===== src/hdl/tpt_pkg.sv =====
package tpt_pkg;

  localparam int UID_BYTES  = 7;
  localparam int UID_W      = 56;
  localparam int LEN_W      = 3;
  localparam int IDX_W      = 4;
  localparam int MAX_KNOWN  = 16;
  localparam int KT_AW      = $clog2(MAX_KNOWN);
  localparam int CNT_W      = 16;
  localparam int TRACK_W    = 16;
  localparam int RCNT_W     = 4;
  localparam int CFG_IDX_W  = 3;
  localparam int CFG_DATA_W = 56;

  localparam logic [CNT_W-1:0]   CNT_MAX = '1;

  localparam logic [UID_W-1:0]   ERROR_UID_RST      = UID_W'(24'hADDBBA);
  localparam logic [LEN_W-1:0]   ERROR_UID_LEN_RST  = LEN_W'(4);
  localparam logic [CNT_W-1:0]   ABSENT_DEBOUNCE_RST = CNT_W'(400);
  localparam logic [CNT_W-1:0]   REPLAY_INTERVAL_RST = CNT_W'(2100);
  localparam logic [RCNT_W-1:0]  REPLAY_COUNT_RST    = RCNT_W'(3);
  localparam logic [TRACK_W-1:0] KNOWN_TRACK_RST     = TRACK_W'(1);
  localparam logic [TRACK_W-1:0] OTHER_TRACK_RST     = TRACK_W'(2);

  typedef enum logic [1:0] {
    CMD_TICK   = 2'd0,
    CMD_READ   = 2'd1,
    CMD_NOREAD = 2'd2,
    CMD_LOAD   = 2'd3
  } cmd_t;

  typedef enum logic [1:0] {
    EVT_INSERT = 2'd0,
    EVT_REMOVE = 2'd1,
    EVT_REPLAY = 2'd2
  } event_t;

  typedef enum logic [1:0] {
    CLS_KNOWN   = 2'd0,
    CLS_UNKNOWN = 2'd1,
    CLS_ERROR   = 2'd2
  } tape_class_t;

  typedef enum logic [CFG_IDX_W-1:0] {
    REG_ERROR_UID       = 3'd0,
    REG_ERROR_UID_LEN   = 3'd1,
    REG_ABSENT_DEBOUNCE = 3'd2,
    REG_REPLAY_INTERVAL = 3'd3,
    REG_REPLAY_COUNT    = 3'd4,
    REG_KNOWN_TRACK     = 3'd5,
    REG_OTHER_TRACK     = 3'd6
  } cfg_reg_t;

  typedef struct packed {
    logic             en;
    logic [KT_AW-1:0] addr;
    logic [UID_W-1:0] uid;
    logic [LEN_W-1:0] len;
  } kt_wr_t;

  function automatic logic [UID_W-1:0] bytes_mask(input logic [LEN_W-1:0] len);
    logic [UID_W-1:0] m;
    m = '0;
    for (int b = 0; b < UID_BYTES; b++) begin
      if (b < int'(len)) begin
        m[b*8 +: 8] = 8'hFF;
      end
    end
    return m;
  endfunction

endpackage


===== src/hdl/tpt_if.sv =====
interface tpt_cmd_if import tpt_pkg::*; ();
  logic             valid;
  logic             ready;
  logic [1:0]       command;
  logic [UID_W-1:0] uid;
  logic [LEN_W-1:0] uid_len;
  logic [IDX_W-1:0] entry_index;

  modport source (output valid, command, uid, uid_len, entry_index, input ready);
  modport sink (input valid, command, uid, uid_len, entry_index, output ready);
endinterface

interface tpt_evt_if import tpt_pkg::*; ();
  logic               valid;
  logic               ready;
  logic [1:0]         event_kind;
  logic [1:0]         tape_class;
  logic [TRACK_W-1:0] track;

  modport source (output valid, event_kind, tape_class, track, input ready);
  modport sink (input valid, event_kind, tape_class, track, output ready);
endinterface


===== src/hdl/tpt_known_table.sv =====
module tpt_known_table import tpt_pkg::*; (
  input  logic             clk,
  input  logic             rst,
  input  kt_wr_t           wr,
  input  logic [UID_W-1:0] uid,
  input  logic [LEN_W-1:0] len,
  output logic             hit
);

  logic [UID_W-1:0] ent_uid [MAX_KNOWN];
  logic [LEN_W-1:0] ent_len [MAX_KNOWN];

  always_ff @(posedge clk) begin
    if (rst) begin
      for (int i = 0; i < MAX_KNOWN; i++) begin
        ent_len[i] <= '0;
      end
    end else if (wr.en) begin
      ent_len[wr.addr] <= wr.len;
    end
  end

  always_ff @(posedge clk) begin
    if (wr.en) begin
      ent_uid[wr.addr] <= wr.uid;
    end
  end

  // Entries hold their UID already masked to their length.
  always_comb begin
    hit = 1'b0;
    for (int i = 0; i < MAX_KNOWN; i++) begin
      if (ent_len[i] != '0 && ent_len[i] == len && ent_uid[i] == uid) begin
        hit = 1'b1;
      end
    end
  end

endmodule


===== src/hdl/tag_presence_tracker.sv =====
// Channel | Dir | Payload                                     | Transfer
// cmd_ch  | in  | command, uid, uid_len, entry_index          | valid && ready
// evt_ch  | out | event_kind, tape_class, track               | valid && ready
// cfg     | in  | cfg_wr_en, cfg_index, cfg_wdata             | cfg_wr_en
//
// One transaction is taken per cycle unless a stalled output backs up into a full
// input register; a result passes the input register, then the result register.
// The table lookup, UID compares and counter updates all sit between those two.
// A stalled output holds its result and stops the input register only when
// both are full. Reset is synchronous; the known-tag table reads empty at once.
module tag_presence_tracker import tpt_pkg::*; (
  input  logic                  clk,
  input  logic                  rst,
  tpt_cmd_if.sink               cmd_ch,
  tpt_evt_if.source             evt_ch,
  input  logic                  cfg_wr_en,
  input  logic [CFG_IDX_W-1:0]  cfg_index,
  input  logic [CFG_DATA_W-1:0] cfg_wdata
);

  logic [UID_W-1:0]   error_uid;
  logic [LEN_W-1:0]   error_uid_len;
  logic [CNT_W-1:0]   removal_hold_ms;
  logic [CNT_W-1:0]   replay_interval_ms;
  logic [RCNT_W-1:0]  replay_count;
  logic [TRACK_W-1:0] known_track;
  logic [TRACK_W-1:0] other_track;

  always_ff @(posedge clk) begin
    if (rst) begin
      error_uid          <= ERROR_UID_RST;
      error_uid_len      <= ERROR_UID_LEN_RST;
      removal_hold_ms    <= ABSENT_DEBOUNCE_RST;
      replay_interval_ms <= REPLAY_INTERVAL_RST;
      replay_count       <= REPLAY_COUNT_RST;
      known_track        <= KNOWN_TRACK_RST;
      other_track        <= OTHER_TRACK_RST;
    end else if (cfg_wr_en) begin
      case (cfg_reg_t'(cfg_index))
        REG_ERROR_UID:       error_uid          <= cfg_wdata[UID_W-1:0];
        REG_ERROR_UID_LEN:   error_uid_len      <= cfg_wdata[LEN_W-1:0];
        REG_ABSENT_DEBOUNCE: removal_hold_ms    <= cfg_wdata[CNT_W-1:0];
        REG_REPLAY_INTERVAL: replay_interval_ms <= cfg_wdata[CNT_W-1:0];
        REG_REPLAY_COUNT:    replay_count       <= cfg_wdata[RCNT_W-1:0];
        REG_KNOWN_TRACK:     known_track        <= cfg_wdata[TRACK_W-1:0];
        REG_OTHER_TRACK:     other_track        <= cfg_wdata[TRACK_W-1:0];
        default: ;
      endcase
    end
  end

  // Input register.
  logic             stage_valid;
  logic             stage_go;
  cmd_t             st_cmd;
  logic [UID_W-1:0] st_uid;
  logic [LEN_W-1:0] st_len;
  logic [IDX_W-1:0] st_idx;

  logic               out_valid;
  event_t             out_kind;
  tape_class_t        out_class;
  logic [TRACK_W-1:0] out_track;

  assign stage_go     = stage_valid && (!out_valid || evt_ch.ready);
  assign cmd_ch.ready = !stage_valid || stage_go;

  always_ff @(posedge clk) begin
    if (rst) begin
      stage_valid <= 1'b0;
    end else if (cmd_ch.ready) begin
      stage_valid <= cmd_ch.valid;
    end
  end

  always_ff @(posedge clk) begin
    if (cmd_ch.ready && cmd_ch.valid) begin
      st_cmd <= cmd_t'(cmd_ch.command);
      st_uid <= cmd_ch.uid;
      st_len <= cmd_ch.uid_len;
      st_idx <= cmd_ch.entry_index;
    end
  end

  // Tracking state.
  logic               tag_present, tag_present_next;
  logic [UID_W-1:0]   current_uid, current_uid_next;
  logic [LEN_W-1:0]   current_len, current_len_next;
  logic [CNT_W-1:0]   since_seen_ms, since_seen_ms_next;
  logic [RCNT_W-1:0]  replays_left, replays_left_next;
  logic [CNT_W-1:0]   since_play_ms, since_play_ms_next;

  logic [UID_W-1:0]   uid_m;
  logic               known_hit;
  logic               read_ok;
  logic               error_hit;
  logic [CNT_W-1:0]   seen_inc;
  logic [CNT_W-1:0]   play_inc;
  kt_wr_t             kt_wr;

  logic               res_valid;
  event_t             res_kind;
  tape_class_t        res_class;
  logic [TRACK_W-1:0] res_track;

  assign uid_m     = st_uid & bytes_mask(st_len);
  assign read_ok   = (st_cmd == CMD_READ) && (st_len != '0) && (int'(st_len) <= UID_BYTES);
  assign error_hit = (error_uid_len != '0) && (st_len == error_uid_len) &&
                     (uid_m == (error_uid & bytes_mask(error_uid_len)));
  assign seen_inc  = (since_seen_ms == CNT_MAX) ? since_seen_ms : since_seen_ms + CNT_W'(1);
  assign play_inc  = (since_play_ms == CNT_MAX) ? since_play_ms : since_play_ms + CNT_W'(1);

  assign kt_wr.en   = stage_go && (st_cmd == CMD_LOAD) && (int'(st_idx) < MAX_KNOWN);
  assign kt_wr.addr = st_idx[KT_AW-1:0];
  assign kt_wr.uid  = uid_m;
  assign kt_wr.len  = st_len;

  tpt_known_table u_known_table (
    .clk (clk),
    .rst (rst),
    .wr  (kt_wr),
    .uid (uid_m),
    .len (st_len),
    .hit (known_hit)
  );

  always_comb begin
    tag_present_next   = tag_present;
    current_uid_next   = current_uid;
    current_len_next   = current_len;
    since_seen_ms_next = since_seen_ms;
    replays_left_next  = replays_left;
    since_play_ms_next = since_play_ms;
    res_valid          = 1'b0;
    res_kind           = EVT_INSERT;
    res_class          = CLS_KNOWN;
    res_track          = '0;
    if (st_cmd == CMD_TICK) begin
      since_seen_ms_next = seen_inc;
      since_play_ms_next = play_inc;
      if (replays_left != '0 && play_inc >= replay_interval_ms) begin
        since_play_ms_next = '0;
        replays_left_next  = replays_left - RCNT_W'(1);
        res_valid          = 1'b1;
        res_kind           = EVT_REPLAY;
        res_track          = other_track;
      end
    end else if (st_cmd == CMD_LOAD) begin
      res_valid = 1'b0;
    end else if (read_ok) begin
      since_seen_ms_next = '0;
      if (!(tag_present && st_len == current_len && uid_m == current_uid)) begin
        tag_present_next   = 1'b1;
        current_uid_next   = uid_m;
        current_len_next   = st_len;
        since_play_ms_next = '0;
        res_valid          = 1'b1;
        res_kind           = EVT_INSERT;
        if (error_hit) begin
          res_class = CLS_ERROR;
        end else if (known_hit) begin
          res_class = CLS_KNOWN;
        end else begin
          res_class = CLS_UNKNOWN;
        end
        res_track = (res_class == CLS_KNOWN) ? known_track : other_track;
        replays_left_next = (res_class == CLS_KNOWN || replay_count == '0) ? '0
                            : replay_count - RCNT_W'(1);
      end
    end else if (tag_present && since_seen_ms >= removal_hold_ms) begin
      tag_present_next  = 1'b0;
      current_len_next  = '0;
      replays_left_next = '0;
      res_valid         = 1'b1;
      res_kind          = EVT_REMOVE;
      res_track         = '0;
    end
  end

  always_ff @(posedge clk) begin
    if (rst) begin
      tag_present   <= 1'b0;
      current_uid   <= '0;
      current_len   <= '0;
      since_seen_ms <= '0;
      replays_left  <= '0;
      since_play_ms <= '0;
    end else if (stage_go) begin
      tag_present   <= tag_present_next;
      current_uid   <= current_uid_next;
      current_len   <= current_len_next;
      since_seen_ms <= since_seen_ms_next;
      replays_left  <= replays_left_next;
      since_play_ms <= since_play_ms_next;
    end
  end

  // Result register.
  always_ff @(posedge clk) begin
    if (rst) begin
      out_valid <= 1'b0;
    end else if (stage_go) begin
      out_valid <= res_valid;
    end else if (evt_ch.ready) begin
      out_valid <= 1'b0;
    end
  end

  always_ff @(posedge clk) begin
    if (stage_go && res_valid) begin
      out_kind  <= res_kind;
      out_class <= res_class;
      out_track <= res_track;
    end
  end

  assign evt_ch.valid      = out_valid;
  assign evt_ch.event_kind = out_kind;
  assign evt_ch.tape_class = out_class;
  assign evt_ch.track      = out_track;

  a_present_len: assert property (@(posedge clk) disable iff (rst)
    tag_present == (current_len != '0))
    else $error("tracked flag and stored length disagree");

  a_no_replay_idle: assert property (@(posedge clk) disable iff (rst)
    !tag_present |-> replays_left == '0)
    else $error("replays armed with no tag tracked");

  a_stage_hold: assert property (@(posedge clk) disable iff (rst)
    stage_valid && !stage_go |=> stage_valid)
    else $error("stalled transaction dropped from the input register");

  a_result_source: assert property (@(posedge clk) disable iff (rst)
    $rose(out_valid) |-> $past(stage_go))
    else $error("result appeared without a processed transaction");

endmodule

===== src/flat_wrapper.sv =====
// flat-port wrapper written by rule: the top's interface ports become plain ports
module tag_presence_tracker_flat import tpt_pkg::*;
  (clk, rst, cfg_wr_en, cfg_index, cfg_wdata, cmd_ch_valid, cmd_ch_command, cmd_ch_uid, cmd_ch_uid_len, cmd_ch_entry_index, cmd_ch_ready, evt_ch_valid, evt_ch_event_kind, evt_ch_tape_class, evt_ch_track, evt_ch_ready);
  tpt_cmd_if cmd_ch_i ();
  tpt_evt_if evt_ch_i ();
  input  logic clk;
  input  logic rst;
  input  logic cfg_wr_en;
  input  logic [CFG_IDX_W-1:0] cfg_index;
  input  logic [CFG_DATA_W-1:0] cfg_wdata;
  input wire logic [$bits(cmd_ch_i.valid)-1:0] cmd_ch_valid;
  input wire logic [$bits(cmd_ch_i.command)-1:0] cmd_ch_command;
  input wire logic [$bits(cmd_ch_i.uid)-1:0] cmd_ch_uid;
  input wire logic [$bits(cmd_ch_i.uid_len)-1:0] cmd_ch_uid_len;
  input wire logic [$bits(cmd_ch_i.entry_index)-1:0] cmd_ch_entry_index;
  output wire logic [$bits(cmd_ch_i.ready)-1:0] cmd_ch_ready;
  output wire logic [$bits(evt_ch_i.valid)-1:0] evt_ch_valid;
  output wire logic [$bits(evt_ch_i.event_kind)-1:0] evt_ch_event_kind;
  output wire logic [$bits(evt_ch_i.tape_class)-1:0] evt_ch_tape_class;
  output wire logic [$bits(evt_ch_i.track)-1:0] evt_ch_track;
  input wire logic [$bits(evt_ch_i.ready)-1:0] evt_ch_ready;
  assign cmd_ch_i.valid = cmd_ch_valid;
  assign cmd_ch_i.command = cmd_ch_command;
  assign cmd_ch_i.uid = cmd_ch_uid;
  assign cmd_ch_i.uid_len = cmd_ch_uid_len;
  assign cmd_ch_i.entry_index = cmd_ch_entry_index;
  assign cmd_ch_ready = cmd_ch_i.ready;
  assign evt_ch_valid = evt_ch_i.valid;
  assign evt_ch_event_kind = evt_ch_i.event_kind;
  assign evt_ch_tape_class = evt_ch_i.tape_class;
  assign evt_ch_track = evt_ch_i.track;
  assign evt_ch_i.ready = evt_ch_ready;
  tag_presence_tracker u_core (.clk(clk), .rst(rst), .cmd_ch(cmd_ch_i), .evt_ch(evt_ch_i), .cfg_wr_en(cfg_wr_en), .cfg_index(cfg_index), .cfg_wdata(cfg_wdata));
endmodule

===== config.mk =====
export PLATFORM = sky130hd
export DESIGN_NAME = tag_presence_tracker_flat
export DESIGN_NICKNAME = d
export VERILOG_FILES = /design/src/hdl/tpt_pkg.sv /design/src/hdl/tpt_if.sv /design/src/hdl/tpt_known_table.sv /design/src/hdl/tag_presence_tracker.sv /design/src/flat_wrapper.sv
export SDC_FILE = /design/constraint.sdc
export NUM_CORES = 2
export LEC_CHECK = 0
export BUFFER_PORTS_ARGS = -buffer_cell sky130_fd_sc_hd__clkbuf_2
export CORE_UTILIZATION = 32
export DETAILED_ROUTE_END_ITERATION = 7
export GPL_ROUTABILITY_DRIVEN = 0
export SLEW_MARGIN = 20
export SYNTH_ARGS = -nofsm -noshare
export SYNTH_HDL_FRONTEND = slang
export SYNTH_SLANG_ARGS = --single-unit

===== constraint.sdc =====
create_clock -name clk -period 6.5 [get_ports clk]
set_input_delay 0.325 -clock clk [delete_from_list [all_inputs] [get_ports clk]]
set_output_delay 0.325 -clock clk [all_outputs]
set_load 0.02 [all_outputs]

==> Word level (Yosys, flattened, before mapping) <==
Memory sizes are Yosys's and may differ from the RTL's.
Index checks and enable logic that the tools add are counted.
{ "word_totals": {"memories": 2, "ff_bits": 310, "ramBits": 944, "elab_cells": 278, "input_bits": 129} }
{ "op_classes": {"n_lt_le_gt_ge": 16, "eq_ne": 52, "n_bitwise": 6, "n_reduce_logical": 89, "n_mux": 87, "addsub": 4} }
{ "mem_list": {"columns": ["name", "words", "width", "rd", "rd_clocked_by_memory_dff", "wr", "line_no", "source"], "rows": [
  ["u_core.u_known_table.ent_uid", 16, 56, 16, 0, 1, "tpt_known_table.sv:10", "logic [UID_W-1:0] ent_uid [MAX_KNOWN];"],
  ["u_core.u_known_table.ent_len", 16, 3, 16, 0, 16, "tpt_known_table.sv:11", "logic [LEN_W-1:0] ent_len [MAX_KNOWN];"]
]} }
{ "ops": {"columns": ["cell", "n"], "rows": [
  ["$eq A56 B56 Y1", 18],
  ["$mux W16", 16],
  ["$and A56 B56 Y56", 2],
  ["$mux W8", 14],
  ["$reduce_bool A3 Y1", 19],
  ["$eq A3 B3 Y1", 18],
  ["$logic_and A1 B1 Y1", 43],
  ["$mux W1", 36],
  ["$add A16 B1 Y16 const B", 2],
  ["$eq A16 B16 Y1 const B", 2],
  ["$ge A16 B16 Y1", 2],
  ["$mux W4", 8],
  ["$lt A3 B3 Y1 const A", 6],
  ["$mux W2", 9],
  ["$reduce_and A5 Y1", 3],
  ["$reduce_and A2 Y1", 7],
  ["$lt A1 B3 Y1 const A", 4],
  ["$lt A2 B3 Y1 const A", 4],
  ["$mux W3", 4],
  ["$eq A3 B3 Y1 const B", 3],
  ["$ne A2 B2 Y1 const B", 4],
  ["$reduce_and A4 Y1", 2],
  ["$sub A4 B1 Y4 const B", 2],
  ["$eq A3 B2 Y1 const B", 2],
  ["other kinds (15)", 24]
]} }

==> Logic depth before layout (Yosys ltp) <==
{ "logic_depth": {"word_depth": 34, "depth_mapped": 22, "mapped_depth_nobuf": 19} }

==> Cells and area by module <==
Synthesis repeated with hierarchy kept, for this count alone.
{ "unflattened": {"hier_cells": 4307, "hier_area_um2": 55836.1} }
{ "by_module_without_submodules": {"columns": ["mod", "n_inst", "area_per_inst_um2", "seq_area_each_um2", "cells_per_inst"], "rows": [
  ["tpt_known_table", 1, 40091.0, 28347.2, 2490],
  ["tag_presence_tracker", 1, 15745.1, 7056.8, 1817]
]} }

==> Least setup slack after synthesis <==
OpenSTA, ideal clock, no wires.
{ "synth_path": {"kind": "register -> register", "startpoint": "reg u_core.since_play_ms[4]", "endpoint": "reg u_core.out_kind[0] (netlist: u_core.evt_ch.event_kind[0]) (enable)", "path_stages_with_launch": 20, "t_arrival_ps": 4346, "path_buffers": 3, "synth_period_minus_slack_ps": 4744, "required_time_ps": 6102, "setup_ps": 398, "slack_ps": 1756, "cell_sequence": "dfxtp_1 clkbuf_1 nand4_1 nor2_1 and4_1 and3_1 nand2b_1 clkbuf_1 nand2_1 nor2_1 xor2_1 ha_1 nand4_1 o41ai_1 o21ai_0 o2bb2ai_1 nor2_1 clkbuf_1 a21oi_1 nor2_1"} }
{ "synth_via": {"elab_chain_cells": 7, "word_cells_on_any_way": 8} }
{ "synth_lines": {"columns": ["element", "line_no", "source"], "rows": [
  ["from (decl)", "tag_presence_tracker.sv:91", "logic [CNT_W-1:0] since_play_ms, since_play_ms_next;"],
  ["from (signal assigned)", "tag_presence_tracker.sv:194", "since_play_ms <= since_play_ms_next;"],
  ["$add A16 B1 Y16 / $eq A16 B16 Y1 (equally long branches)", "tag_presence_tracker.sv:111", "assign play_inc = (since_play_ms == CNT_MAX) ? since_play_ms : since_play_ms + CNT_W'(1);"],
  ["$mux W16 *", "tag_presence_tracker.sv:111", null],
  ["$ge A16 B16 Y1 *", "tag_presence_tracker.sv:141", "if (replays_left != '0 && play_inc >= replay_interval_ms) begin"],
  ["$logic_and A1 B1 Y1 *", "tag_presence_tracker.sv:141", null],
  ["$mux W1 *", "tag_presence_tracker.sv:141", null],
  ["$mux W1 *", "tag_presence_tracker.sv:138", "if (st_cmd == CMD_TICK) begin"],
  ["$logic_and A1 B1 Y1 *", "tag_presence_tracker.sv:210", "if (stage_go && res_valid) begin"],
  ["to (signal assigned)", "tag_presence_tracker.sv:211", "out_kind <= res_kind;"],
  ["to (decl)", "tag_presence_tracker.sv:61", "event_t out_kind;"]
]} }
Mark *: on every way between the ends. The rest lies on a longest branch, timed or not.
A chain may end at the register's enable or synchronous reset.

==> Final worst setup path <==
{ "layout_path": {"startpoint": "reg u_core.st_len[2]", "endpoint": "reg u_core.out_track[10] (netlist: u_core.evt_ch.track[10]), data pin"} }
{ "layout_via": {"elab_chain_cells": 33, "word_cells_on_any_way": 117} }
{ "layout_lines": {"columns": ["element", "line_no", "source"], "rows": [
  ["from (decl)", "tag_presence_tracker.sv:57", "logic [LEN_W-1:0] st_len;"],
  ["from (signal assigned)", "tag_presence_tracker.sv:80", "st_len <= cmd_ch.uid_len;"],
  ["$lt A1 B3 Y1 (tied with other cells)", "tpt_pkg.sv:65", "if (b < int'(len)) begin"],
  ["$mux W8", "tpt_pkg.sv:65", null],
  ["$and A56 B56 Y56", "tag_presence_tracker.sv:106", "assign uid_m = st_uid & bytes_mask(st_len);"],
  ["$eq A56 B56 Y1", "tpt_known_table.sv:33", "if (ent_len[i] != '0 && ent_len[i] == len && ent_uid[i] == uid) begin"],
  ["$logic_and A1 B1 Y1", "tpt_known_table.sv:33", null],
  ["$mux W1 (16 in a row)", "tpt_known_table.sv:33", null],
  ["$mux W1", "tag_presence_tracker.sv:161", "end else if (known_hit) begin"],
  ["$mux W2", "tag_presence_tracker.sv:159", "if (error_hit) begin"],
  ["[3 not listed]", null, null],
  ["$mux W2", "tag_presence_tracker.sv:138", null],
  ["$logic_not A2 Y1", "tag_presence_tracker.sv:166", "res_track = (res_class == CLS_KNOWN) ? known_track : other_track;"],
  ["$mux W16", "tag_presence_tracker.sv:166", null],
  ["$mux W16", "tag_presence_tracker.sv:152", "if (!(tag_present && st_len == current_len && uid_m == current_uid)) begin"],
  ["$mux W16 *", "tag_presence_tracker.sv:150", "end else if (read_ok) begin"],
  ["$mux W16 *", "tag_presence_tracker.sv:148", "end else if (st_cmd == CMD_LOAD) begin"],
  ["$mux W16 *", "tag_presence_tracker.sv:138", null],
  ["net u_core.res_track[10]", "tag_presence_tracker.sv:104", "logic [TRACK_W-1:0] res_track;"],
  ["to (signal assigned)", "tag_presence_tracker.sv:213", "out_track <= res_track;"],
  ["to (decl)", "tag_presence_tracker.sv:63", "logic [TRACK_W-1:0] out_track;"]
]} }
The timed path passes the listed nets; every way through them passes the cells marked *. The select of a mux whose other input is x is not followed.

==> impl_metrics.csv <==
group,metric,value,unit
sta,worst_slew_pin_slew,1372,ps
clocking,clock-sinks,1254,
power,power.internal,13.49,mW
clocking,cts_max_level,4,
detailed_routing,num_vias,46939,
sta,hold_viol,0,
detailed_routing,drt_wl_total,244600,um
min_path,hp-start,"cfg_index[0]",
die,die-area,0.1842,mm^2
power,swShare,0.2578,
die,start_util,0.3228,
sta,drv_slew,0,
outcome,violations,"DRC",
outcome,outcome,"finished with violations",
grt,grt_overflow,0,
grt,grt_pass1_vias,43111,
die,die_x,429.2,um
grt,grt_usage,0.2564,
clocking,ctsLongestPathBuffers,3,
power,p_clk_frac,0.426,
critical_path,worstPathArrival,6780,ps
finish,fin_nets,5454,
grt,grt_pass1_wl,333600,um
sta,finalSetupViolCount,0,
detailed_routing,first_pass_iters,8,
sta,rsz0062_at_grt,"no",
critical_path,rr_startpoint,"u_core.st_len[2]",
detailed_routing,first_iter_violations,8150,
logic_synthesis,synth_nets,5110,
detailed_routing,antenna_left,0,
sta,finalCriticalPeriod,6114,ps
min_path,hold_path_end,"u_core.replay_count[0]",
logic_synthesis,synthFlopType,"edfxtp_1",
finish,fillers,17221,
critical_path,worstRegToRegCells,12,
sta,fin_crit_sh,0.9406,
sta,fin_worst_skew,33.69,ps
sta,slew_headroom,0.08277,
clocking,path_clk_slew,60,ps
logic_synthesis,synth_warnings,0,
logic_synthesis,synth_area_leader_cell,"edfxtp_1",
detailed_routing,wire_per_inst,31.47,um
critical_path,cp-end-kind,"flip-flop",
critical_path,r2r-end,"u_core.evt_ch.track[10]",
placement,place_hpwl,167800,um
logic_synthesis,synth_edf_count,1029,
logic_synthesis,netlist_instances,4941,
flow_run,maxCapViolations,0,
critical_path,crit_required,7160,ps
die,rows,156,
clocking,clock_latency,810,ps
sta,setup_slack,385.8,ps
placement,dp_cells,7392,
logic_synthesis,yosys_register_bits,1254,
finish,area_growth,16.92,%
grt,grt_max_degree,75,
sta,setup_tns,0,ps
die,core-area,0.1809,mm^2
logic_synthesis,syn-cell-area,0.05841,mm^2
placement,post-place-ws,589.8,ps
detailed_routing,routed_via_density,6.040,
grt,antenna_found_initial,15,
logic_synthesis,synth.avg_cell_area,11.82,um^2
critical_path,worstSetupPathType,"reg2reg",
power,leakage,21.76,nW
min_path,worst_hold_path_type,"in2reg",
logic_synthesis,ys_types,92,
clocking,ctsRootBufferMaster,"clkbuf_16",
detailed_routing,drcViolationCount,2,
clocking,cts_tree,"built",
min_path,holdPathStages,3,
finish,layout-drive-gt1-share,0.1221,
die,dieHeight,429.2,um
logic_synthesis,yosysSeqAreaShare,0.6062,
critical_path,path_max_fanout,19,
die,ios,151,
power,seq_power_share,0.488,
clocking,cts_made_buffers,136,
power,p_per_area,266.2,mW/mm^2
logic_synthesis,synthArstFlopShare,0,
logic_synthesis,synth_top_area_share,0.5290,
power,vdd_drop_max,0.1834,mV
logic_synthesis,synth_area_leaders,"edfxtp_1 53%, dfxtp_1 7.7%, xnor2_1 6.0%",
placement,portBuffers,150,
critical_path,crit_path_start_kind,"flip-flop",
sta,max_freq,163.6,MHz
finish,instances_no_fill,7772,
power,p_sw,4.686,mW
critical_path,ff2ff_setup_slack,390,ps
power,power_frac_comb,0.086,
==> layout by cell type (no fill, tap or decap), types with 111 or more instances in the layout <==
cell,count
edfxtp_1,1029
clkbuf_16,137
xor2_1,220
a21oi_1,329
xnor2_1,401
nor2_1,310
buf_4,221
nand2_1,426
o21ai_0,171
inv_1,134
nor4_1,111
clkbuf_2,149
dlygate4sd3_1,125
dfxtp_1,225
==> cells in the mapped netlist, types with 18 or more instances <==
master and count:
edfxtp_1 1029, nand2_1 426, xnor2_1 401, a21oi_1 330, nor2_1 329, dfxtp_1 225
xor2_1 220, o21ai_0 172, inv_1 141, clkbuf_1 139, nor4_1 111, nand3_1 101
nand4_1 80, nor3_1 80, buf_2 77, a31oi_1 70, o22ai_1 69, a22oi_1 46
o32ai_1 44, ha_1 40, nor4bb_1 39, nand2b_1 38, o2111ai_1 38, buf_4 37
a2111oi_0 35, nor2b_1 33, and3_1 29, and2_1 27, o221ai_1 27, buf_1 26
o211ai_1 26, or4_1 25, nand3b_1 24, nor4b_1 24, a211oi_1 23, a21o_1 19
a22o_1 19, or3_1 19, a221oi_1 18
==> state kept, by name, summed over array words and instances, names as in the netlist, 4 cells and up <==
name and count:
u_core.st_idx 4, u_core.evt_ch.track 16, u_core.since_play_ms 16, u_core.st_uid 56
u_core.error_uid 56, u_core.replays_left 4, u_core.known_track 16, u_core.u_known_table.ent_len 48
u_core.u_known_table.ent_uid 896, u_core.other_track 16, u_core.since_seen_ms 16, u_core.current_uid 56
u_core.removal_hold_ms 16, u_core.replay_interval_ms 16, u_core.replay_count 4
==> critical path, cell delays in order, from the launching register on <==
cell and delay, ps:
edfxtp_1 600, buf_4 250, nand2_1 670, buf_4 350
a21oi_1 60, o32ai_1 1080, nand3_1 450, or4_1 610
nor4_1 320, nor4_1 190, nand4_4 320, and2_1 700
a311o_1 300
==> kinds of logic (layout without fill, tap and decap cells) <==
group	count (synthesis)	in the layout	synth area share
compound gates	1108	1108	0.1279
xor+xnor	621	621	0.09312
fa+ha+maj	40	40	0.008569
buf+inv	458	904	0.03590
flops	1254	1254	0.6062
mux	12	12	0.002121
other cells	0	15	0
simple gates	1448	1448	0.1262
==> worst max path at each step <==
stage | to | slack, ps | cells after the start | from
floorplan | u_core.evt_ch.event_kind[0] | 1760 | 19 | u_core.since_play_ms[4]
detailed placement | u_core.evt_ch.track[7] | 590 | 13 | u_core.st_len[2]
global placement | u_core.evt_ch.track[14] | 660 | 12 | u_core.st_len[1]
CTS | u_core.evt_ch.track[7] | 570 | 13 | u_core.st_len[2]
finish | u_core.evt_ch.track[10] | 390 | 12 | u_core.st_len[2]
global route | u_core.evt_ch.track[0] | 420 | 13 | u_core.st_len[2]
==> timing repair <==
item                                   in CTS  in global routing
endpoints found under the hold margin     190                  0
gates resized for setup                     0                  0
hold buffers                              125                  0
setup buffers                               0                  0
==> power groups by stage <==
| stage | Clock [mW] | Combinational [mW] | Sequential, mW |
|---|---|---|---|
| after floorplan | 0 | 0.734 | 8.98 |
| after global placement | 0 | 1.41 | 9.04 |
| after detailed placement | 0 | 1.42 | 9.04 |
| after CTS | 7.78 | 1.49 | 8.87 |
| after global routing | 8.05 | 1.58 | 8.87 |
| final | 7.74 | 1.57 | 8.87 |
==> metal layers <==
metal  part of all wire  GRT usage
met5             0.0012   0.006505
met1               0.38     0.3407
met2               0.41     0.3665
met4              0.073     0.1556
met3               0.14    0.07404
==> cell type report <==
cell class / instances / area (um^2) / area share
multi-input combinational: 3229 / 21200 / 0.3104
clock inverter: 64 / 646.9 / 0.009473
tap: 2370 / 2965 / 0.04342
clock buffer: 176 / 3635 / 0.05323
inverter: 161 / 604.3 / 0.008850
timing repair buffer: 503 / 3799 / 0.05563
sequential: 1254 / 35400 / 0.5185
antenna: 15 / 37.54 / 0.0005497
==> through the flow <==
| stage | area, um^2 | util | hold WS [ps] | total power [mW] |
|---|---|---|---|---|
| global placement | 62660 | 0.3463 | 442.9 | 10.45 |
| floorplan | 58410 | - | 423.9 | 9.711 |
| detailed placement | 62710 | 0.3466 | 446.5 | 10.46 |
| global route | 68250 | 0.3772 | 95.26 | 18.50 |
| CTS | 68240 | 0.3772 | 47.81 | 18.13 |
| finish | 68290 | 0.3774 | 82.00 | 18.18 |
(Power assumes the default switching activity.)
